==> src/rtl/core/tile_column_rectangle_merger_defines.svh <==
// Assertion macros shared by the tile column rectangle merger RTL.
// Each macro expects signals named clk and rst_n in the scope where it is used.
`ifndef TILE_COLUMN_RECTANGLE_MERGER_DEFINES_SVH
`define TILE_COLUMN_RECTANGLE_MERGER_DEFINES_SVH

// Same-cycle implication, disabled while reset is asserted.
`define TCRM_ASSERT_IMP(label, pre, post) \
    label: assert property (@(posedge clk) disable iff (!rst_n) (pre) |-> (post)) \
        else $error("tcrm: same-cycle check failed");

// Next-cycle implication, disabled while reset is asserted.
`define TCRM_ASSERT_NEXT(label, pre, post) \
    label: assert property (@(posedge clk) disable iff (!rst_n) (pre) |=> (post)) \
        else $error("tcrm: next-cycle check failed");

`endif

==> src/rtl/core/tcrm_pkg.sv <==
// Shared constants and types of the tile column rectangle merger.
// No dependencies; tcrm_if, tcrm_lane and the merger use this package.
`default_nettype none

package tcrm_pkg;

    localparam int ROWS_DEFAULT = 32;
    localparam int COORD_W      = 16;
    localparam int OCC_W        = 32;

    typedef struct packed {
        logic                      upd;
        logic signed [COORD_W-1:0] column_x;
    } lane_ctl_t;

endpackage

`default_nettype wire

==> src/rtl/core/tcrm_if.sv <==
// Handshake channels of the tile column rectangle merger: columns in,
// rectangles out, and the row base register write. Depends on tcrm_pkg.
`default_nettype none

interface tcrm_column_if;
    logic                               valid;
    logic                               ready;
    logic signed [tcrm_pkg::COORD_W-1:0] column_x;
    logic        [tcrm_pkg::OCC_W-1:0]   occupancy;
    logic                               last_column;

    modport source (output valid, output column_x, output occupancy, output last_column,
                    input ready);
    modport sink   (input valid, input column_x, input occupancy, input last_column,
                    output ready);
endinterface

interface tcrm_rect_if;
    logic                                 valid;
    logic                                 ready;
    logic signed [tcrm_pkg::COORD_W-1:0]  rect_min_x;
    logic signed [tcrm_pkg::COORD_W:0]    rect_max_x;
    logic signed [tcrm_pkg::COORD_W-1:0]  rect_min_y;
    logic signed [tcrm_pkg::COORD_W:0]    rect_max_y;
    logic                                 last_of_run;

    modport source (output valid, output rect_min_x, output rect_max_x, output rect_min_y,
                    output rect_max_y, output last_of_run, input ready);
    modport sink   (input valid, input rect_min_x, input rect_max_x, input rect_min_y,
                    input rect_max_y, input last_of_run, output ready);
endinterface

interface tcrm_cfg_if;
    logic                                valid;
    logic                                ready;
    logic signed [tcrm_pkg::COORD_W-1:0] row_base;

    modport source (output valid, output row_base, input ready);
    modport sink   (input valid, input row_base, output ready);
endinterface

`default_nettype wire

==> src/rtl/core/tcrm_lane.sv <==
// One row lane: holds the left x of the rectangle whose run starts at this row
// and rewrites it when a new run starts here. Depends on tcrm_pkg.
`default_nettype none

module tcrm_lane (
    input  wire logic                                clk,
    input  wire tcrm_pkg::lane_ctl_t                 ctl,
    input  wire logic                                cur_bit,
    input  wire logic                                cur_below,
    input  wire logic                                matched_bit,
    output logic signed [tcrm_pkg::COORD_W-1:0]      start_x
);

    logic signed [tcrm_pkg::COORD_W-1:0] start_x_reg;
    logic signed [tcrm_pkg::COORD_W-1:0] start_x_next;
    logic                                new_start;

    // A run starts here when the row is set and the row below is clear; it
    // keeps its old left edge only when it continues a matching run.
    assign new_start = cur_bit && !cur_below && !matched_bit;

    always_comb
    begin
        start_x_next = start_x_reg;
        if (ctl.upd && new_start)
        begin
            start_x_next = ctl.column_x;
        end
    end

    always_ff @(posedge clk)
    begin
        start_x_reg <= start_x_next;
    end

    assign start_x = start_x_reg;

endmodule

`default_nettype wire

==> src/rtl/core/tcrm_run_pick.sv <==
// Picks the lowest run of set bits out of a row mask, encodes its bounds and
// checks whether the current column holds exactly the same run. No dependencies.
`default_nettype none

module tcrm_run_pick #(
    parameter int ROWS = 32
) (
    input  wire logic [ROWS-1:0]              rem,
    input  wire logic [ROWS-1:0]              cur,
    output logic      [ROWS-1:0]              block,
    output logic      [$clog2(ROWS)-1:0]      run_lo,
    output logic      [$clog2(ROWS+1)-1:0]    run_end,
    output logic                              exact
);

    localparam int IDX_W = $clog2(ROWS);
    localparam int END_W = $clog2(ROWS + 1);

    logic [ROWS-1:0]  fill;
    logic [ROWS-1:0]  carry;
    logic [ROWS-1:0]  window;
    logic [IDX_W-1:0] run_hi;

    // Filling the trailing zeros and adding one clears exactly the lowest run.
    assign fill   = rem | (rem - ROWS'(1));
    assign carry  = fill + ROWS'(1);
    assign block  = rem & ~carry;

    // The run plus one row on each side must read the same in the current column.
    assign window = block | (block << 1) | (block >> 1);
    assign exact  = ((cur & window) == block);

    always_comb
    begin
        run_lo = '0;
        run_hi = '0;
        for (int i = ROWS - 1; i >= 0; i--)
        begin
            if (block[i])
            begin
                run_lo = IDX_W'(i);
            end
        end
        for (int j = 0; j < ROWS; j++)
        begin
            if (block[j])
            begin
                run_hi = IDX_W'(j);
            end
        end
    end

    assign run_end = END_W'(run_hi) + END_W'(1);

endmodule

`default_nettype wire

==> src/rtl/core/tile_column_rectangle_merger.sv <==
// Tile column rectangle merger: takes occupancy columns left to right and
// emits the merged rectangles. An accepted column is loaded, then each open
// run of the previous column is extracted, then the row lanes are updated and
// the final beat is released. The last column also has each of its own runs
// extracted after the lane update, in a pass that closes before the release.
// The run extractor handles one run per cycle, and stalls on the rectangle
// channel can hold it. The row base register is written on its own channel,
// which is always ready; the user must write it only between columns, and the
// block itself does not enforce this.
// Depends on tcrm_pkg, tcrm_if, tcrm_lane, tcrm_run_pick and the defines header.
`default_nettype none

`include "tile_column_rectangle_merger_defines.svh"

module tile_column_rectangle_merger #(
    parameter int ROWS = tcrm_pkg::ROWS_DEFAULT
) (
    input  wire logic     clk,
    input  wire logic     rst_n,
    tcrm_column_if.sink   column,
    tcrm_rect_if.source   rect,
    tcrm_cfg_if.sink      cfg
);

    localparam int CW    = tcrm_pkg::COORD_W;
    localparam int IDX_W = $clog2(ROWS);
    localparam int END_W = $clog2(ROWS + 1);

    localparam logic [1:0] S_IDLE  = 2'd0;
    localparam logic [1:0] S_PREV  = 2'd1;
    localparam logic [1:0] S_CUR   = 2'd2;
    localparam logic [1:0] S_FLUSH = 2'd3;

    logic [1:0]             state_reg, state_next;
    logic signed [CW-1:0]   row_base_reg, row_base_next;
    logic [ROWS-1:0]        prev_runs_reg, prev_runs_next;
    logic signed [CW-1:0]   prev_x_reg, prev_x_next;
    logic                   have_prev_reg, have_prev_next;
    logic [ROWS-1:0]        rem_reg, rem_next;
    logic [ROWS-1:0]        matched_reg, matched_next;
    logic                   adj_reg, adj_next;
    logic                   last_reg, last_next;
    logic signed [CW-1:0]   x_reg, x_next;
    logic [ROWS-1:0]        cur_reg, cur_next;
    logic                   held_valid_reg, held_valid_next;
    logic                   out_valid_reg, out_valid_next;

    logic signed [CW-1:0]   held_min_x_reg, held_min_x_next;
    logic signed [CW:0]     held_max_x_reg, held_max_x_next;
    logic [CW-1:0]          held_min_y_reg, held_min_y_next;
    logic signed [CW:0]     held_max_y_reg, held_max_y_next;
    logic signed [CW-1:0]   out_min_x_reg, out_min_x_next;
    logic signed [CW:0]     out_max_x_reg, out_max_x_next;
    logic [CW-1:0]          out_min_y_reg, out_min_y_next;
    logic signed [CW:0]     out_max_y_reg, out_max_y_next;
    logic                   out_last_reg, out_last_next;

    logic [ROWS-1:0]        block;
    logic [IDX_W-1:0]       run_lo;
    logic [END_W-1:0]       run_end;
    logic                   exact;
    logic signed [CW-1:0]   start_x [ROWS];
    tcrm_pkg::lane_ctl_t    lane_ctl;

    logic                   in_phase;
    logic                   has_run;
    logic                   matched_now;
    logic                   emit_req;
    logic                   out_free;
    logic                   emit_go;
    logic                   step_go;
    logic                   push_last;
    logic signed [CW-1:0]   new_min_x;
    logic signed [CW:0]     new_max_x;
    logic [CW-1:0]          new_min_y;
    logic signed [CW:0]     new_max_y;

    tcrm_run_pick #(
        .ROWS (ROWS)
    ) u_pick (
        .rem     (rem_reg),
        .cur     (cur_reg),
        .block   (block),
        .run_lo  (run_lo),
        .run_end (run_end),
        .exact   (exact)
    );

    assign lane_ctl.upd      = (state_reg == S_PREV) && (rem_reg == '0);
    assign lane_ctl.column_x = x_reg;

    for (genvar r = 0; r < ROWS; r++)
    begin : g_lane
        logic below;
        if (r == 0)
        begin : g_bottom
            assign below = 1'b0;
        end
        else
        begin : g_upper
            assign below = cur_reg[r-1];
        end

        tcrm_lane u_lane (
            .clk         (clk),
            .ctl         (lane_ctl),
            .cur_bit     (cur_reg[r]),
            .cur_below   (below),
            .matched_bit (matched_reg[r]),
            .start_x     (start_x[r])
        );
    end

    assign in_phase    = (state_reg == S_PREV) || (state_reg == S_CUR);
    assign has_run     = in_phase && (rem_reg != '0);
    assign matched_now = (state_reg == S_PREV) && adj_reg && exact;
    assign emit_req    = has_run && !matched_now;
    assign out_free    = !out_valid_reg || rect.ready;
    assign emit_go     = emit_req && (!held_valid_reg || out_free);
    assign step_go     = has_run && (matched_now || emit_go);
    assign push_last   = (state_reg == S_FLUSH) && held_valid_reg && out_free;

    assign new_min_x = start_x[run_lo];
    assign new_max_x = (state_reg == S_PREV) ? ({prev_x_reg[CW-1], prev_x_reg} + (CW+1)'(1))
                                             : ({x_reg[CW-1], x_reg} + (CW+1)'(1));
    assign new_min_y = CW'(row_base_reg) + CW'(run_lo);
    assign new_max_y = {row_base_reg[CW-1], row_base_reg} + (CW+1)'(run_end);

    always_comb
    begin
        state_next      = state_reg;
        row_base_next   = row_base_reg;
        prev_runs_next  = prev_runs_reg;
        prev_x_next     = prev_x_reg;
        have_prev_next  = have_prev_reg;
        rem_next        = rem_reg;
        matched_next    = matched_reg;
        adj_next        = adj_reg;
        last_next       = last_reg;
        x_next          = x_reg;
        cur_next        = cur_reg;
        held_valid_next = held_valid_reg;
        out_valid_next  = out_valid_reg;
        held_min_x_next = held_min_x_reg;
        held_max_x_next = held_max_x_reg;
        held_min_y_next = held_min_y_reg;
        held_max_y_next = held_max_y_reg;
        out_min_x_next  = out_min_x_reg;
        out_max_x_next  = out_max_x_reg;
        out_min_y_next  = out_min_y_reg;
        out_max_y_next  = out_max_y_reg;
        out_last_next   = out_last_reg;

        if (cfg.valid)
        begin
            row_base_next = cfg.row_base;
        end

        if (rect.ready)
        begin
            out_valid_next = 1'b0;
        end

        case (state_reg)
            S_IDLE:
            begin
                if (column.valid)
                begin
                    x_next       = column.column_x;
                    cur_next     = ROWS'(column.occupancy);
                    last_next    = column.last_column;
                    rem_next     = have_prev_reg ? prev_runs_reg : '0;
                    adj_next     = have_prev_reg &&
                                   ({column.column_x[CW-1], column.column_x} ==
                                    ({prev_x_reg[CW-1], prev_x_reg} + (CW+1)'(1)));
                    matched_next = '0;
                    state_next   = S_PREV;
                end
            end
            S_PREV, S_CUR:
            begin
                if (rem_reg == '0)
                begin
                    if ((state_reg == S_PREV) && last_reg)
                    begin
                        rem_next   = cur_reg;
                        state_next = S_CUR;
                    end
                    else
                    begin
                        state_next = S_FLUSH;
                    end
                end
                else if (step_go)
                begin
                    rem_next = rem_reg & ~block;
                    if (matched_now)
                    begin
                        matched_next = matched_reg | (block & ~(block << 1));
                    end
                end
            end
            S_FLUSH:
            begin
                if (!held_valid_reg || out_free)
                begin
                    state_next = S_IDLE;
                    if (last_reg)
                    begin
                        prev_runs_next = '0;
                        have_prev_next = 1'b0;
                    end
                    else
                    begin
                        prev_runs_next = cur_reg;
                        prev_x_next    = x_reg;
                        have_prev_next = 1'b1;
                    end
                end
            end
            default:
            begin
                state_next = S_IDLE;
            end
        endcase

        // The newest rectangle waits in the held stage until it is known
        // whether another one follows it for the same column.
        if (emit_go)
        begin
            if (held_valid_reg)
            begin
                out_valid_next = 1'b1;
                out_min_x_next = held_min_x_reg;
                out_max_x_next = held_max_x_reg;
                out_min_y_next = held_min_y_reg;
                out_max_y_next = held_max_y_reg;
                out_last_next  = 1'b0;
            end
            held_valid_next = 1'b1;
            held_min_x_next = new_min_x;
            held_max_x_next = new_max_x;
            held_min_y_next = new_min_y;
            held_max_y_next = new_max_y;
        end

        if (push_last)
        begin
            out_valid_next  = 1'b1;
            out_min_x_next  = held_min_x_reg;
            out_max_x_next  = held_max_x_reg;
            out_min_y_next  = held_min_y_reg;
            out_max_y_next  = held_max_y_reg;
            out_last_next   = 1'b1;
            held_valid_next = 1'b0;
        end
    end

    always_ff @(posedge clk or negedge rst_n)
    begin
        if (!rst_n)
        begin
            state_reg      <= S_IDLE;
            row_base_reg   <= '0;
            prev_runs_reg  <= '0;
            prev_x_reg     <= '0;
            have_prev_reg  <= 1'b0;
            rem_reg        <= '0;
            matched_reg    <= '0;
            adj_reg        <= 1'b0;
            last_reg       <= 1'b0;
            held_valid_reg <= 1'b0;
            out_valid_reg  <= 1'b0;
        end
        else
        begin
            state_reg      <= state_next;
            row_base_reg   <= row_base_next;
            prev_runs_reg  <= prev_runs_next;
            prev_x_reg     <= prev_x_next;
            have_prev_reg  <= have_prev_next;
            rem_reg        <= rem_next;
            matched_reg    <= matched_next;
            adj_reg        <= adj_next;
            last_reg       <= last_next;
            held_valid_reg <= held_valid_next;
            out_valid_reg  <= out_valid_next;
        end
    end

    always_ff @(posedge clk)
    begin
        x_reg          <= x_next;
        cur_reg        <= cur_next;
        held_min_x_reg <= held_min_x_next;
        held_max_x_reg <= held_max_x_next;
        held_min_y_reg <= held_min_y_next;
        held_max_y_reg <= held_max_y_next;
        out_min_x_reg  <= out_min_x_next;
        out_max_x_reg  <= out_max_x_next;
        out_min_y_reg  <= out_min_y_next;
        out_max_y_reg  <= out_max_y_next;
        out_last_reg   <= out_last_next;
    end

    assign column.ready     = (state_reg == S_IDLE);
    assign cfg.ready        = 1'b1;
    assign rect.valid       = out_valid_reg;
    assign rect.rect_min_x  = out_min_x_reg;
    assign rect.rect_max_x  = out_max_x_reg;
    assign rect.rect_min_y  = out_min_y_reg;
    assign rect.rect_max_y  = out_max_y_reg;
    assign rect.last_of_run = out_last_reg;

    // No rectangle may be left waiting in the held stage between columns.
    `TCRM_ASSERT_IMP(a_idle_nothing_held, state_reg == S_IDLE, !held_valid_reg)
    // Every extraction step removes at least one row from the remaining mask.
    `TCRM_ASSERT_NEXT(a_rem_shrinks, step_go,
                      $countones(rem_reg) < $countones($past(rem_reg)))
    // Leaving the flush state returns to idle with the held stage drained.
    `TCRM_ASSERT_NEXT(a_flush_drains, (state_reg == S_FLUSH) && (!held_valid_reg || out_free),
                      (state_reg == S_IDLE) && !held_valid_reg)
    // Continued runs can only start on rows that were set in the previous column.
    `TCRM_ASSERT_IMP(a_matched_in_prev, state_reg != S_IDLE,
                     (matched_reg & ~prev_runs_reg) == '0)

endmodule

`default_nettype wire
==> src/flat_wrapper.sv <==
// flat-port wrapper written by rule: the top's interface ports become plain ports
module tile_column_rectangle_merger_flat 
#(
    parameter int ROWS = tcrm_pkg::ROWS_DEFAULT
)
  (clk, rst_n, column_valid, column_column_x, column_occupancy, column_last_column, column_ready, rect_valid, rect_rect_min_x, rect_rect_max_x, rect_rect_min_y, rect_rect_max_y, rect_last_of_run, rect_ready, cfg_valid, cfg_row_base, cfg_ready);
  tcrm_column_if column_i ();
  tcrm_rect_if rect_i ();
  tcrm_cfg_if cfg_i ();
  input  wire logic clk;
  input  wire logic rst_n;
  input wire logic [$bits(column_i.valid)-1:0] column_valid;
  input wire logic [$bits(column_i.column_x)-1:0] column_column_x;
  input wire logic [$bits(column_i.occupancy)-1:0] column_occupancy;
  input wire logic [$bits(column_i.last_column)-1:0] column_last_column;
  output wire logic [$bits(column_i.ready)-1:0] column_ready;
  output wire logic [$bits(rect_i.valid)-1:0] rect_valid;
  output wire logic [$bits(rect_i.rect_min_x)-1:0] rect_rect_min_x;
  output wire logic [$bits(rect_i.rect_max_x)-1:0] rect_rect_max_x;
  output wire logic [$bits(rect_i.rect_min_y)-1:0] rect_rect_min_y;
  output wire logic [$bits(rect_i.rect_max_y)-1:0] rect_rect_max_y;
  output wire logic [$bits(rect_i.last_of_run)-1:0] rect_last_of_run;
  input wire logic [$bits(rect_i.ready)-1:0] rect_ready;
  input wire logic [$bits(cfg_i.valid)-1:0] cfg_valid;
  input wire logic [$bits(cfg_i.row_base)-1:0] cfg_row_base;
  output wire logic [$bits(cfg_i.ready)-1:0] cfg_ready;
  assign column_i.valid = column_valid;
  assign column_i.column_x = column_column_x;
  assign column_i.occupancy = column_occupancy;
  assign column_i.last_column = column_last_column;
  assign column_ready = column_i.ready;
  assign rect_valid = rect_i.valid;
  assign rect_rect_min_x = rect_i.rect_min_x;
  assign rect_rect_max_x = rect_i.rect_max_x;
  assign rect_rect_min_y = rect_i.rect_min_y;
  assign rect_rect_max_y = rect_i.rect_max_y;
  assign rect_last_of_run = rect_i.last_of_run;
  assign rect_i.ready = rect_ready;
  assign cfg_i.valid = cfg_valid;
  assign cfg_i.row_base = cfg_row_base;
  assign cfg_ready = cfg_i.ready;
  tile_column_rectangle_merger #(.ROWS(ROWS)) u_core (.clk(clk), .rst_n(rst_n), .column(column_i), .rect(rect_i), .cfg(cfg_i));
endmodule
==> config.mk <==
export PLATFORM = sky130hd
export DESIGN_NAME = tile_column_rectangle_merger_flat
export DESIGN_NICKNAME = d
export VERILOG_FILES = /design/src/rtl/core/tcrm_pkg.sv /design/src/rtl/core/tcrm_if.sv /design/src/rtl/core/tcrm_lane.sv /design/src/rtl/core/tcrm_run_pick.sv /design/src/rtl/core/tile_column_rectangle_merger.sv /design/src/flat_wrapper.sv
export VERILOG_INCLUDE_DIRS = /design/src /design/src/rtl/core
export SDC_FILE = /design/constraint.sdc
export NUM_CORES = 1
export LEC_CHECK = 0
export BUFFER_PORTS_ARGS = -buffer_cell sky130_fd_sc_hd__buf_4
export CORE_MARGIN = 2
export CORE_UTILIZATION = 35
export DETAILED_ROUTE_END_ITERATION = 6
export GPL_TIMING_DRIVEN = 0
export MAX_ROUTING_LAYER = met4
export PLACE_DENSITY = 0.52
export SLEW_MARGIN = 20
export SYNTH_ARGS = -nofsm -noshare
export SYNTH_HDL_FRONTEND = slang
export SYNTH_HIERARCHICAL = 1
export SYNTH_SLANG_ARGS = --single-unit
==> constraint.sdc <==
create_clock -name clk -period 11.34 [get_ports clk]
set_input_delay 1.701 -clock clk [delete_from_list [all_inputs] [get_ports clk]]
set_output_delay 1.701 -clock clk [all_outputs]
set_load 0.05 [all_outputs]
# == Yosys cells after proc, flatten, opt, wreduce, memory -nomap -nowiden ==
# Cells that the tools add are included.
# op_classes
n_addsub,7
multipliers,0
n_div,0
n_lt_le_gt_ge,1
n_eq_ne,13
n_shift,0
n_mux,103
bitwise,13
reduce_logical,191
# ops
op,n
32-bit 2-to-1 mux,10
5-bit 2-to-1 mux,62
32-bit AND,4
16-bit 2-to-1 mux,8
32-bit case mux with 2 select lines,2
17-bit 2-to-1 mux,7
1-bit logical AND,106
32-bit NOT,3
32-bit OR,3
16-bit binary-select mux with 5-bit select,1
1-bit zero test,66
"16-bit by 2-bit adder with 17-bit output, second input constant",2
"32-bit by 1-bit adder with 32-bit output, second input constant",1
32-bit == test,1
32-bit zero test,1
32-bit by 31-bit OR with 32-bit output,1
32-bit nonzero test,1
"32-bit by 1-bit subtractor with 32-bit output, second input constant",1
16-bit by 7-bit adder with 17-bit output,1
17-bit == test,1
16-bit by 5-bit adder with 16-bit output,1
1-bit 2-to-1 mux,9
"2-bit by 1-bit inequality test with 1-bit output, second input constant",4
2-bit AND reduction,4
18 further kinds,28
# totals
regBits,828
latchBits,0
ramBits,0
rom_bits,0
in_bits,70
out_inout_bits,70
memories,0

# == Depth between registers and ports, before layout ==
# logic_depth
word_depth,41
mapped_depth,23
ltp_nobuf,22

# == By module ==
# The synthesis kept the hierarchy.
# by_module_without_submodules
mod,instances,cells_per_inst,area_per_inst_um2
tile_column_rectangle_merger,1,1283,17359.1
tcrm_lane,32,17,493.0
tcrm_run_pick,1,392,2337.2

# == Worst setup path after synthesis ==
# Ideal clock, no wire load.
# synth_path
kind,register to register
startpoint,register u_core.rem_reg[13]
endpoint,"register u_core.out_max_x_reg[0], in the netlist u_core/rect.rect_max_x[0] (enable)"
setup_time_ns,0.490
t_arrival_ns,6.346
required_time_ns,10.850
slack_ns,4.504
path_stages_with_launch,17
n_path_buf,1
period_less_slack_ns,6.836
path_cell_list,dfrtp_1 -> or4_4 -> or3_1 -> o31a_1 -> or3_1 -> or4_4 -> or3_1 -> buf_6 -> o22ai_1 -> nor2_1 -> nand4_1 -> nor3_1 -> nand3_1 -> nand2_1 -> nor2_1 -> nor2_1 -> nor2_1
# synth_between
elab_chain_cells,15
# synth_rtl
item,line,source
start: declaration,tile_column_rectangle_merger.sv:39,"logic [ROWS-1:0] rem_reg, rem_next;"
start signal: assignment,tile_column_rectangle_merger.sv:282,rem_reg <= rem_next;
32-bit by 1-bit subtractor with 32-bit output,tcrm_run_pick.sv:25,assign fill = rem | (rem - ROWS'(1));
32-bit OR,tcrm_run_pick.sv:25,
32-bit by 1-bit adder with 32-bit output,tcrm_run_pick.sv:26,assign carry = fill + ROWS'(1);
32-bit NOT,tcrm_run_pick.sv:27,assign block = rem & ~carry;
32-bit AND *,tcrm_run_pick.sv:27,
32-bit OR,tcrm_run_pick.sv:30,assign window = block | (block << 1) | (block >> 1);
32-bit by 31-bit OR with 32-bit output,tcrm_run_pick.sv:30,
32-bit AND,tcrm_run_pick.sv:31,assign exact = ((cur & window) == block);
32-bit == test *,tcrm_run_pick.sv:31,
named net u_core.exact,tile_column_rectangle_merger.sv:61,logic exact;
1-bit logical AND *,tile_column_rectangle_merger.sv:116,assign matched_now = (state_reg == S_PREV) && adj_reg && exact;
1-bit zero test *,tile_column_rectangle_merger.sv:117,assign emit_req = has_run && !matched_now;
1-bit logical AND *,tile_column_rectangle_merger.sv:117,
1-bit logical AND *,tile_column_rectangle_merger.sv:119,assign emit_go = emit_req && (!held_valid_reg || out_free);
2-bit nonzero test (no line) *,-,
2-bit AND reduction (no line) *,-,
end signal: assignment,tile_column_rectangle_merger.sv:300,out_max_x_reg <= out_max_x_next;
end: declaration,tile_column_rectangle_merger.sv:53,"logic signed [CW:0] out_max_x_reg, out_max_x_next;"
# Mark *: on every way through the listed nets, which the timed path passes. The rest lies on a longest branch.
# A chain may end at the register's enable or synchronous reset.

# == Final worst setup path ==
# layout_path
startpoint,register u_core.rem_reg[5]
endpoint,register u_core.held_min_y_reg[12] (data pin)
# layout_rtl
item,line,source
32-bit by 1-bit subtractor with 32-bit output,tcrm_run_pick.sv:25,
32-bit OR *,tcrm_run_pick.sv:25,
32-bit by 1-bit adder with 32-bit output *,tcrm_run_pick.sv:26,
32-bit NOT *,tcrm_run_pick.sv:27,
32-bit AND *,tcrm_run_pick.sv:27,
named net u_core.block[19],tile_column_rectangle_merger.sv:58,logic [ROWS-1:0] block;
5-bit 2-to-1 mux * (20 in a row),tcrm_run_pick.sv:39,if (block[i])
named net u_core.run_lo[1],tile_column_rectangle_merger.sv:59,logic [IDX_W-1:0] run_lo;
16-bit by 5-bit adder with 16-bit output *,tile_column_rectangle_merger.sv:126,assign new_min_y = CW'(row_base_reg) + CW'(run_lo);
named net u_core.new_min_y[12],tile_column_rectangle_merger.sv:75,logic [CW-1:0] new_min_y;
end signal: assignment,tile_column_rectangle_merger.sv:297,held_min_y_reg <= held_min_y_next;
end: declaration,tile_column_rectangle_merger.sv:50,"logic [CW-1:0] held_min_y_reg, held_min_y_next;"
# Marked as above.

==> summary.txt <==
STA
  • Worst-margin pin slew: 1160 ps
  • Final period utilization: 0.709
  • Total negative slack: 0 ps
  • Hold Fails Final Rpt: 0
  • Endpoints failing setup: 0
  • RSZ-0062 raised after global routing: no
  • Max Freq: 124 MHz
  • Worst setup margin: 3300 ps
  • Pins over their slew limit: 0
  • Clk_skew: 43.7 ps
  • Relative slew slack: 0.227
  • Crit path time final: 8040 ps

Clocking
  • CTS H-tree depth: 3
  • Clock transition at path regs: 60 ps
  • Count of hold-fix buffers inserted at cts: 0
  • CTS tree: yes
  • Clk sinks: 828
  • Post-CTS setup buffers: 0
  • CTS Root Buffer Type: clkbuf_16
  • # resized after CTS: 0
  • Max clock buf depth: 3
  • Clk_lat worst skew: 670 ps
  • TritonCTS buffer count: 88

Placed design
  • Dpl hpwl: 68.1 mm
  • GP Congestion: 0.911
  • Number of I/O port buffers: 137
  • Placed cell area: 38400 um^2
  • Dpl cells: 3724
  • Pre-CTS setup slack: 3300 ps

Critical path
  • Worst setup SP type: flop
  • Setup CP Type: reg2reg
  • CP delay by family, top: simple AND/OR/NAND/NOR gates
  • Critical-path top delay cell: nor3_1
  • Worst path cell trace: clkbuf_1 > nor4_1 > and4_4 > o2111a_1 > nand4_1 > nor3_1 > inv_1 > a31oi_1 > o31ai_1 > a31oi_1 > clkbuf_1 > buf_1 > inv_1 > fa_1 > nor2b_1 > o21ai_0 > a21boi_0 > o21ai_0 > nor3_1 > xor2_1
  • CP peak stage delay: 930 ps
  • Worst path bufs/invs: 5
  • Crit end category: flop
  • Crit Path Max Fanout: 10
  • Required time worst endpoint: 11740 ps
  • WP data arrival: 8440 ps

Routing
  • DR vias/cell: 5.33
  • Routed Antenna Nets: 0
  • DRC violations left: 2
  • Via count: 20800
  • Initial DRC Count: 1957
  • Post-detailed-route wirelength per cell: 24.7 um
  • Pre-antenna DRT Iters: 7
  • Routed WL: 96.3 mm

Die
  • Die Footprint: 104000 um^2
  • Die W: 322 um
  • # IOs: 140
  • Core ar.: 100000 um^2
  • Die Span Y: 322 um
  • # rows: 116
  • Starting density of the core: 0.354

Synthesis
  • Post-Synth Adder-Cell Area: 0.00748
  • Post-synthesis cell area: 35500 um^2
  • Syn avg cell area: 16.0 um^2
  • Post-Synth XOR/XNOR Area: 0.0182
  • Synth Flop Type: edfxtp_1
  • Synth cell types: 91
  • Async set or reset register ratio after synthesis: 0.163
  • Main combinational cell family by area after synthesis: multiplexers
  • Mux cell area share after synthesis: 0.119
  • Register area share after synthesis: 0.682
  • Post-synthesis sequential element count: 828
  • Post-Syn Nets: 2309
  • Ys Warns: 6
  • Compound-Gate Fraction of Synth Area: 0.0713
  • Simple-gate area share of the yosys netlist: 0.0771
  • Post-Synthesis Cells: 2219
  • Number of synthesized flops with an enable pin: 692

Finish
  • Non-filler instance count after layout: 3901
  • Largest register FFs: 512
  • Proportion of layout cells with a drive suffix above 1: 0.240
  • Final nets: 2558
  • Core Util, Final: 0.414
  • Most frequent cells in the layout: edfxtp_1, mux4_2, buf_4, dfrtp_1, nand2_1
  • Design Area, Final: 41600 um^2
  • Area grow syn2layout: 17.2%
  • Commonest non-fill, non-tap cell in the layout: edfxtp_1

Pwr
  • VDD IR max: 0.206 mV
  • Lkg Pwr: 0.0143 uW
  • Pwr Density: 333 nW/um^2

Worst hold path
  • Hold WC Path Type: reg2reg

GRT
  • GR Util All Layers: 0.192
  • Grt total ovfl: 0
  • Initial antenna violation count: 0
  • Largest net degree at the start of global routing: 73
  • Vias in the first global route: 21200
  • First-pass GRT wire length: 142 mm

Status
  • Failing checks: DRC
  • Status: complete, but fails checks

Run
  • Max Cap Viol: 0
-- cell type report --
class / instances / area [um^2]
Antenna cell: 2 / 5.00
Buffer: 110 / 495
Clock buffer: 111 / 2310
Clock inverter: 53 / 649
Fill cell: 9100 / 58700
Inverter: 104 / 393
Multi-Input combinational cell: 1177 / 10400
Sequential cell: 828 / 24200
Tap cell: 1357 / 1700
Timing Repair Buffer: 159 / 1410
-- routing by layer --
metal | up-vias | global-route usage | wire, um
met2 | 578 | 0.306 | 47000
met3 | 151 | 0.0269 | 4410
met5 | - | - | 0
met1 | 10800 | 0.258 | 42200
li1 | 9283 | - | -
met4 | 0 | 0.0559 | 2790
-- Yosys cell counts, types with 34 or more instances --
cell type  number  area share
edfxtp_1      692        0.59
mux4_2        160        0.10
dfrtp_1       135       0.095
nand2_1       120       0.013
nor2_1        107       0.011
inv_1         102       0.011
o21ai_0        89       0.013
clkbuf_1       70      0.0074
mux2_2         50       0.016
nand2b_1       44      0.0078
a21oi_1        43      0.0061
a31oi_1        41      0.0072
a22oi_1        35      0.0074
o21ai_1        34      0.0048
xor2_1         34      0.0084
-- final timing paths --
check,endpoint,slack [ps],cells after the start,start
worst max-delay path,u_core/held_min_y_reg[12]$_DFFE_PP_,3300,20,u_core/rem_reg[5]$_DFFE_PN0P_
worst min-delay path,u_core/rect.rect_min_y[7]$_DFFE_PP_,410,0,u_core/held_min_y_reg[7]$_DFFE_PP_
worst max register to register,u_core/held_min_y_reg[12]$_DFFE_PP_,3300,20,u_core/rem_reg[5]$_DFFE_PN0P_
worst min register to register,u_core/rect.rect_min_y[7]$_DFFE_PP_,410,0,u_core/held_min_y_reg[7]$_DFFE_PP_
max in group asynchronous,u_core/prev_runs_reg[12]$_DFFE_PN0P_,9590,2,rst_n
min in group asynchronous,u_core/row_base_reg[10]$_DFFE_PN0P_,980,1,rst_n
-- stage by stage --
step,power [uW],hold slack (ps)
after floorplan,8800,400
after global placement,11000,403
after detailed placement,11100,405
after CTS,14000,414
after global routing,14600,425
final,13800,415
-- kinds of logic after synthesis --
| logic type | count (synthesis) |
|---|---|
| AOI/OAI and AO/OA | 384 |
| adders and majority gates | 20 |
| buffers and inverters | 214 |
| xor gates and xnor gates | 69 |
| and+or+nand+nor | 486 |
| DFF | 828 |
| muxes | 216 |
| other | 2 |
-- worst register-to-register path, stage by stage, from the launching register on --
cell and delay [ps]:
dfrtp_1 390, clkbuf_1 210, nor4_1 520, and4_4 380
o2111a_1 340, nand4_1 330, nor3_1 940, inv_1 210
a31oi_1 280, o31ai_1 150, a31oi_1 720, clkbuf_1 620
buf_1 820, inv_1 150, fa_1 470, nor2b_1 120
o21ai_0 110, a21boi_0 260, o21ai_0 350, nor3_1 310
xor2_1 100
-- power by group --
part / switching [uW] / internal (uW) / total (uW)
logic: 3830 / 2720 / 6540
registers: 325 / 4040 / 4370
clock network: 1220 / 1690 / 2910
total: 5370 / 8450 / 13800
(Power assumes the default switching activity.)
